===== config.mk =====
export PLATFORM = sky130hd
export DESIGN_NAME = pgrm_ctrl
export DESIGN_NICKNAME = d
export VERILOG_FILES = /design/src/hdl/pgrm_pkg.sv /design/src/hdl/pgrm_ctrl.sv
export SDC_FILE = /design/constraint.sdc
export NUM_CORES = 1
export LEC_CHECK = 0
export ABC_AREA = 1
export BUFFER_PORTS_ARGS = -buffer_cell sky130_fd_sc_hd__buf_4
export CAP_MARGIN = 40
export CELL_PAD_IN_SITES_DETAIL_PLACEMENT = 1
export CELL_PAD_IN_SITES_GLOBAL_PLACEMENT = 1
export CORE_ASPECT_RATIO = 0.8
export CORE_MARGIN = 2
export CORE_UTILIZATION = 31
export CTS_CLUSTER_SIZE = 10
export DETAILED_ROUTE_END_ITERATION = 6
export GPL_ROUTABILITY_DRIVEN = 0
export PLACE_DENSITY = 0.8
export SLEW_MARGIN = 20
export SYNTH_ARGS = -nofsm -noshare
export SYNTH_HDL_FRONTEND = slang
export SYNTH_SLANG_ARGS = --single-unit

===== constraint.sdc =====
create_clock -name clk -period 3.65 [get_ports clk]
set_input_delay 0.73 -clock clk [delete_from_list [all_inputs] [get_ports clk]]
set_output_delay 0.73 -clock clk [all_outputs]
set_load 0.01 [all_outputs]

===== src/hdl/pgrm_pkg.sv =====
// ----------------------------------------------------------------------------
// pgrm_pkg
// Shared sizes, register indexes, controller states and command structs for
// the per-group running mean block.
// ----------------------------------------------------------------------------
package pgrm_pkg;

  localparam int GROUPS      = 16;
  localparam int MAX_SAMPLES = 1024;

  localparam int GRP_W  = (GROUPS > 1) ? $clog2(GROUPS) : 1;
  localparam int DEPTH  = GROUPS * MAX_SAMPLES;
  localparam int ADDR_W = (DEPTH > 1) ? $clog2(DEPTH) : 1;

  localparam int SPT_W   = 11;
  localparam int IDX_W   = 10;
  localparam int X_W     = 16;
  localparam int MEAN_W  = 32;
  localparam int CNT_W   = 32;
  localparam int CFG_IDX_W = 1;

  localparam logic [SPT_W-1:0] SPT_RESET = 11'd1024;

  localparam logic [CFG_IDX_W-1:0] CFG_SAMPLES_PER_TRACE = 1'd0;
  localparam logic [CFG_IDX_W-1:0] CFG_USE_GROUPS        = 1'd1;

  localparam int DIV_STEPS = MEAN_W;
  localparam int DIV_CNT_W = $clog2(DIV_STEPS);

  localparam logic ACTION_ACCUMULATE = 1'b0;

  typedef enum logic [3:0] {
    ST_IDLE,
    ST_READ,
    ST_FETCH,
    ST_MUL,
    ST_SUM,
    ST_ABS,
    ST_DIV,
    ST_WRITE,
    ST_FINISH
  } state_t;

  typedef struct packed {
    logic capture;
    logic ram_read;
    logic fetch;
    logic mul;
    logic sum;
    logic div_init;
    logic div_step;
    logic write_back;
    logic out_load;
  } ctrl_cmd_t;

  typedef struct packed {
    logic update;
    logic out_ready;
  } ctrl_status_t;

endpackage


===== src/hdl/pgrm_ctrl.sv =====
// ----------------------------------------------------------------------------
// pgrm_ctrl
// Sequencer for one item at a time: read and fetch, then for an update item
// multiply, add, divide and write back, and hand the result to the output register.
// ----------------------------------------------------------------------------
module pgrm_ctrl (
  input  logic                    clk,
  input  logic                    rst,
  input  logic                    in_valid,
  output logic                    in_stall,
  input  pgrm_pkg::ctrl_status_t  status,
  output pgrm_pkg::ctrl_cmd_t     cmd
);

  pgrm_pkg::state_t state;
  pgrm_pkg::state_t state_next;
  logic [pgrm_pkg::DIV_CNT_W-1:0] step;
  logic                           step_last;

  assign step_last = (step == pgrm_pkg::DIV_CNT_W'(pgrm_pkg::DIV_STEPS - 1));

  always_ff @(posedge clk) begin
    if (rst) begin
      state <= pgrm_pkg::ST_IDLE;
      step  <= '0;
    end else begin
      state <= state_next;
      if (state == pgrm_pkg::ST_DIV) begin
        step <= step + pgrm_pkg::DIV_CNT_W'(1);
      end else begin
        step <= '0;
      end
    end
  end

  always_comb begin
    state_next = state;
    unique case (state)
      pgrm_pkg::ST_IDLE:   if (in_valid) state_next = pgrm_pkg::ST_READ;
      pgrm_pkg::ST_READ:   state_next = pgrm_pkg::ST_FETCH;
      pgrm_pkg::ST_FETCH: begin
        state_next = status.update ? pgrm_pkg::ST_MUL : pgrm_pkg::ST_FINISH;
      end
      pgrm_pkg::ST_MUL:    state_next = pgrm_pkg::ST_SUM;
      pgrm_pkg::ST_SUM:    state_next = pgrm_pkg::ST_ABS;
      pgrm_pkg::ST_ABS:    state_next = pgrm_pkg::ST_DIV;
      pgrm_pkg::ST_DIV:    if (step_last) state_next = pgrm_pkg::ST_WRITE;
      pgrm_pkg::ST_WRITE:  state_next = pgrm_pkg::ST_FINISH;
      pgrm_pkg::ST_FINISH: if (status.out_ready) state_next = pgrm_pkg::ST_IDLE;
      default:             state_next = pgrm_pkg::ST_IDLE;
    endcase
  end

  always_comb begin
    cmd      = '0;
    in_stall = 1'b1;
    unique case (state)
      pgrm_pkg::ST_IDLE: begin
        in_stall    = 1'b0;
        cmd.capture = in_valid;
      end
      pgrm_pkg::ST_READ:   cmd.ram_read   = 1'b1;
      pgrm_pkg::ST_FETCH:  cmd.fetch      = 1'b1;
      pgrm_pkg::ST_MUL:    cmd.mul        = 1'b1;
      pgrm_pkg::ST_SUM:    cmd.sum        = 1'b1;
      pgrm_pkg::ST_ABS:    cmd.div_init   = 1'b1;
      pgrm_pkg::ST_DIV:    cmd.div_step   = 1'b1;
      pgrm_pkg::ST_WRITE:  cmd.write_back = 1'b1;
      pgrm_pkg::ST_FINISH: cmd.out_load   = status.out_ready;
      default:             cmd            = '0;
    endcase
  end

endmodule


==> summary.md <==
| Metric | Value |
|---|---|
| Status | complete, no violations |
| Die W | 49.54 um |
| Final Hold Viols | 0 |
| Critical Path, Cell by Cell | nor2_1 -> nand2_1 -> nor2_1 -> buf_4 |
| Int Pwr | 0.0002084 W |
| Antenna viol nets, final | 0 |
| Clock Skews | 4.631 ps |
| Vias per cell | 4.539 |
| Gr usage total | 13.64% |
| Synth unique cells | 17 |
| NetSw | 0.0001391 W |
| Delay-heaviest family, CP | simple AND/OR/NAND/NOR gates |
| Fmax | 468.0 MHz |
| DRT Pass-1 Iters | 4 |
| Setup Fix Bufs, Post-CTS | 0 |
| CP required | 2920 ps |
| Post-synth EDFFs | 0 |
| Pleak | 0.3169 nW |
| Fin crit share | 58.54% |
| Worst slew pin tran | 385.2 ps |
| Chip height | 40.43 um |
| Longest Clk Path Bufs | 2 |
| Hold Crit Class | flop to flop |
| Cells after synthesis | 76 |
| RSZ-0062 raised after global routing | false |
| Sequential fraction of the synthesis area | 35.04% |
| Worst path arrival time | 1410 ps |
| Initial antenna violation count | 0 |
| CP Buf/Inv Count | 1 |
| Design Power | 0.0003475 W |
| Post-DP HPWL | 986.6 um |
| Setup tns final | 0 ps |
| Sequential share of power | 37.2% |
| PortBufs | 14 |
| Worst-path clk slew | 60 ps |
| # hold bufs at CTS | 0 |
| Starting density of the core | 32.26% |
| Post-synth top area cell | dfxtp_1 |
| Top-count cell post-synth | nor2_1 |
| Count of standard-cell rows | 13 |
| CTS tree | built |
| Combinational power share | 40.3% |
| Switching share of power | 40.04% |
| CTS HTree Levels | 1 |
| Main synth FF type | dfxtp_1 |
| CP max stage delay | 420 ps |
| Number of gates resized after cts | 0 |
| Routed wire length per instance | 10.12 um |
| Max Cap Violations | 0 |
| Largest net degree at the start of global routing | 9 |
| Die ar. | 2003 um2 |
| Top post-synthesis cells by area | dfxtp_1 (35%), nor2_1 (13%), inv_1 (10%) |
| Synth top cells by count | nor2_1 (18), inv_1 (14), nand2_1 (11) |
| PwrDens | 525.0 nW/um2 |
| Final Setup Violations | 0 |
| GRT Residual Overflow | 0 |
| Final nets | 101 |
| Iteration-0 DRC Markers | 6 |
| Cts bufs inserted | 3 |
| P&R area growth vs syn | 28.71% |
| Clk pwr share | 22.5% |
| Number of global-route vias before repair | 458 |
| CP max stage cell | dfxtp_1 |
| Fin. max-slew vios | 0 |
| Clock Tree Root | clkbuf_4 |
| Ant diodes | 0 |
| Peak VDD IR | 0.2546 mV |
| First-pass GRT wire length | 1911 um |
| Top cell type's share of synthesized area | 35.04% |
| Syn Area/Cell | 6.766 um2 |
| Fin crit period | 2137 ps |
| Vias | 522 |
| Max Fanout on Critical Path | 8 |
| # IOs | 15 |
| Share of layout cells above drive strength 1 | 23.66% |
| Startpoint Class | flop |
| Clk_lat worst skew | 260 ps |
| Netlist Area Pre-Place | 514.2 um2 |
| Async set-reset flop share out of synthesis | 0% |
| CP Class | flop to primary output |
| Register bit total from synthesis | 9 |
| CP endpoint kind | primary output |
| Syn nets | 83 |
| Drc violations | 0 |
| Relative slew slack | 74.28% |
| Core region area | 1594 um2 |
| Total detailed-routing wirelength | 1164 um |
| Syn. warnings | 0 |
| CTS sink cnt | 9 |
| Most used cell, CP | nor2_1 |
## cells in the final DEF (no fill, tap or decap)
cell,count
nand2_1,11
nand4_1,1
buf_4,14
clkbuf_4,3
dfxtp_1,9
nand3b_1,2
nor2_1,18
inv_1,14
ha_1,2
o21ai_0,2
nand3_1,6
nor3b_2,1
nor3_4,1
nand2_2,1
nor2_4,1
nor3_1,2
clkbuf_1,1
inv_2,1
a21oi_1,3
## power by group through the flow
stage / combinational (W) / sequential (W) / clock, W
after global routing: 0.000157 / 0.000132 / 0.0000894
after CTS: 0.000142 / 0.000129 / 0.0000820
final: 0.000140 / 0.000129 / 0.0000782
after floorplan: 0.000105 / 0.000118 / 0
after detailed placement: 0.000141 / 0.000131 / 0
after global placement: 0.000139 / 0.000131 / 0
## registers in the layout, indices dropped and copies added (netlist names)
name / cells
step: 5
state: 4
## final timing paths
kind | start | endpoint | slack (ps) | cells after the start
min | step[0] | step[0] | 460 | 1
max reg2reg | step[0] | state[0] | 2330 | 10
min reg2reg | step[0] | step[0] | 460 | 1
max | state[0] | cmd[8] | 1510 | 4
## through the flow
stage	cells	util [%]	area [um2]	hold WS, ps	setup slack, ps
after CTS	115	41.52	661.9	466.8	1522
after floorplan	76	-	514.2	429.5	1968
after detailed placement	111	39.87	635.6	452.5	1818
after global routing	115	41.52	661.9	480.1	1428
final	115	41.52	661.9	457.9	1513
after global placement	111	39.87	635.6	449.2	1856
## metal layers
| metal | vias to the layer above | part of all wire [%] | track usage (%) |
|---|---|---|---|
| met5 | - | 0 | 0 |
| met4 | 0 | 0.43 | 4.167 |
| met3 | 2 | 6.0 | 7.836 |
| met2 | 11 | 47 | 22.00 |
| met1 | 238 | 47 | 15.64 |
| li1 | 271 | - | - |
## final cells by class
| cell class | count | area (um2) |
|---|---|---|
| clock buffer | 4 | 26.28 |
| fill | 223 | 932.1 |
| inverter | 15 | 56.30 |
| multi-input combinational | 51 | 266.5 |
| sequential | 9 | 180.2 |
| tap | 22 | 27.53 |
| timing repair buffer | 14 | 105.1 |
## logic make-up after synthesis
logic type      count (synthesis)  synth area share [%]
buf+inv                        16                 13.14
fa+ha+maj                       2                 4.865
flops                           9                 35.04
simple gates                   44                 42.09
compound gates                  5                 4.865
No activity file was read; power rests on OpenSTA's default activity.
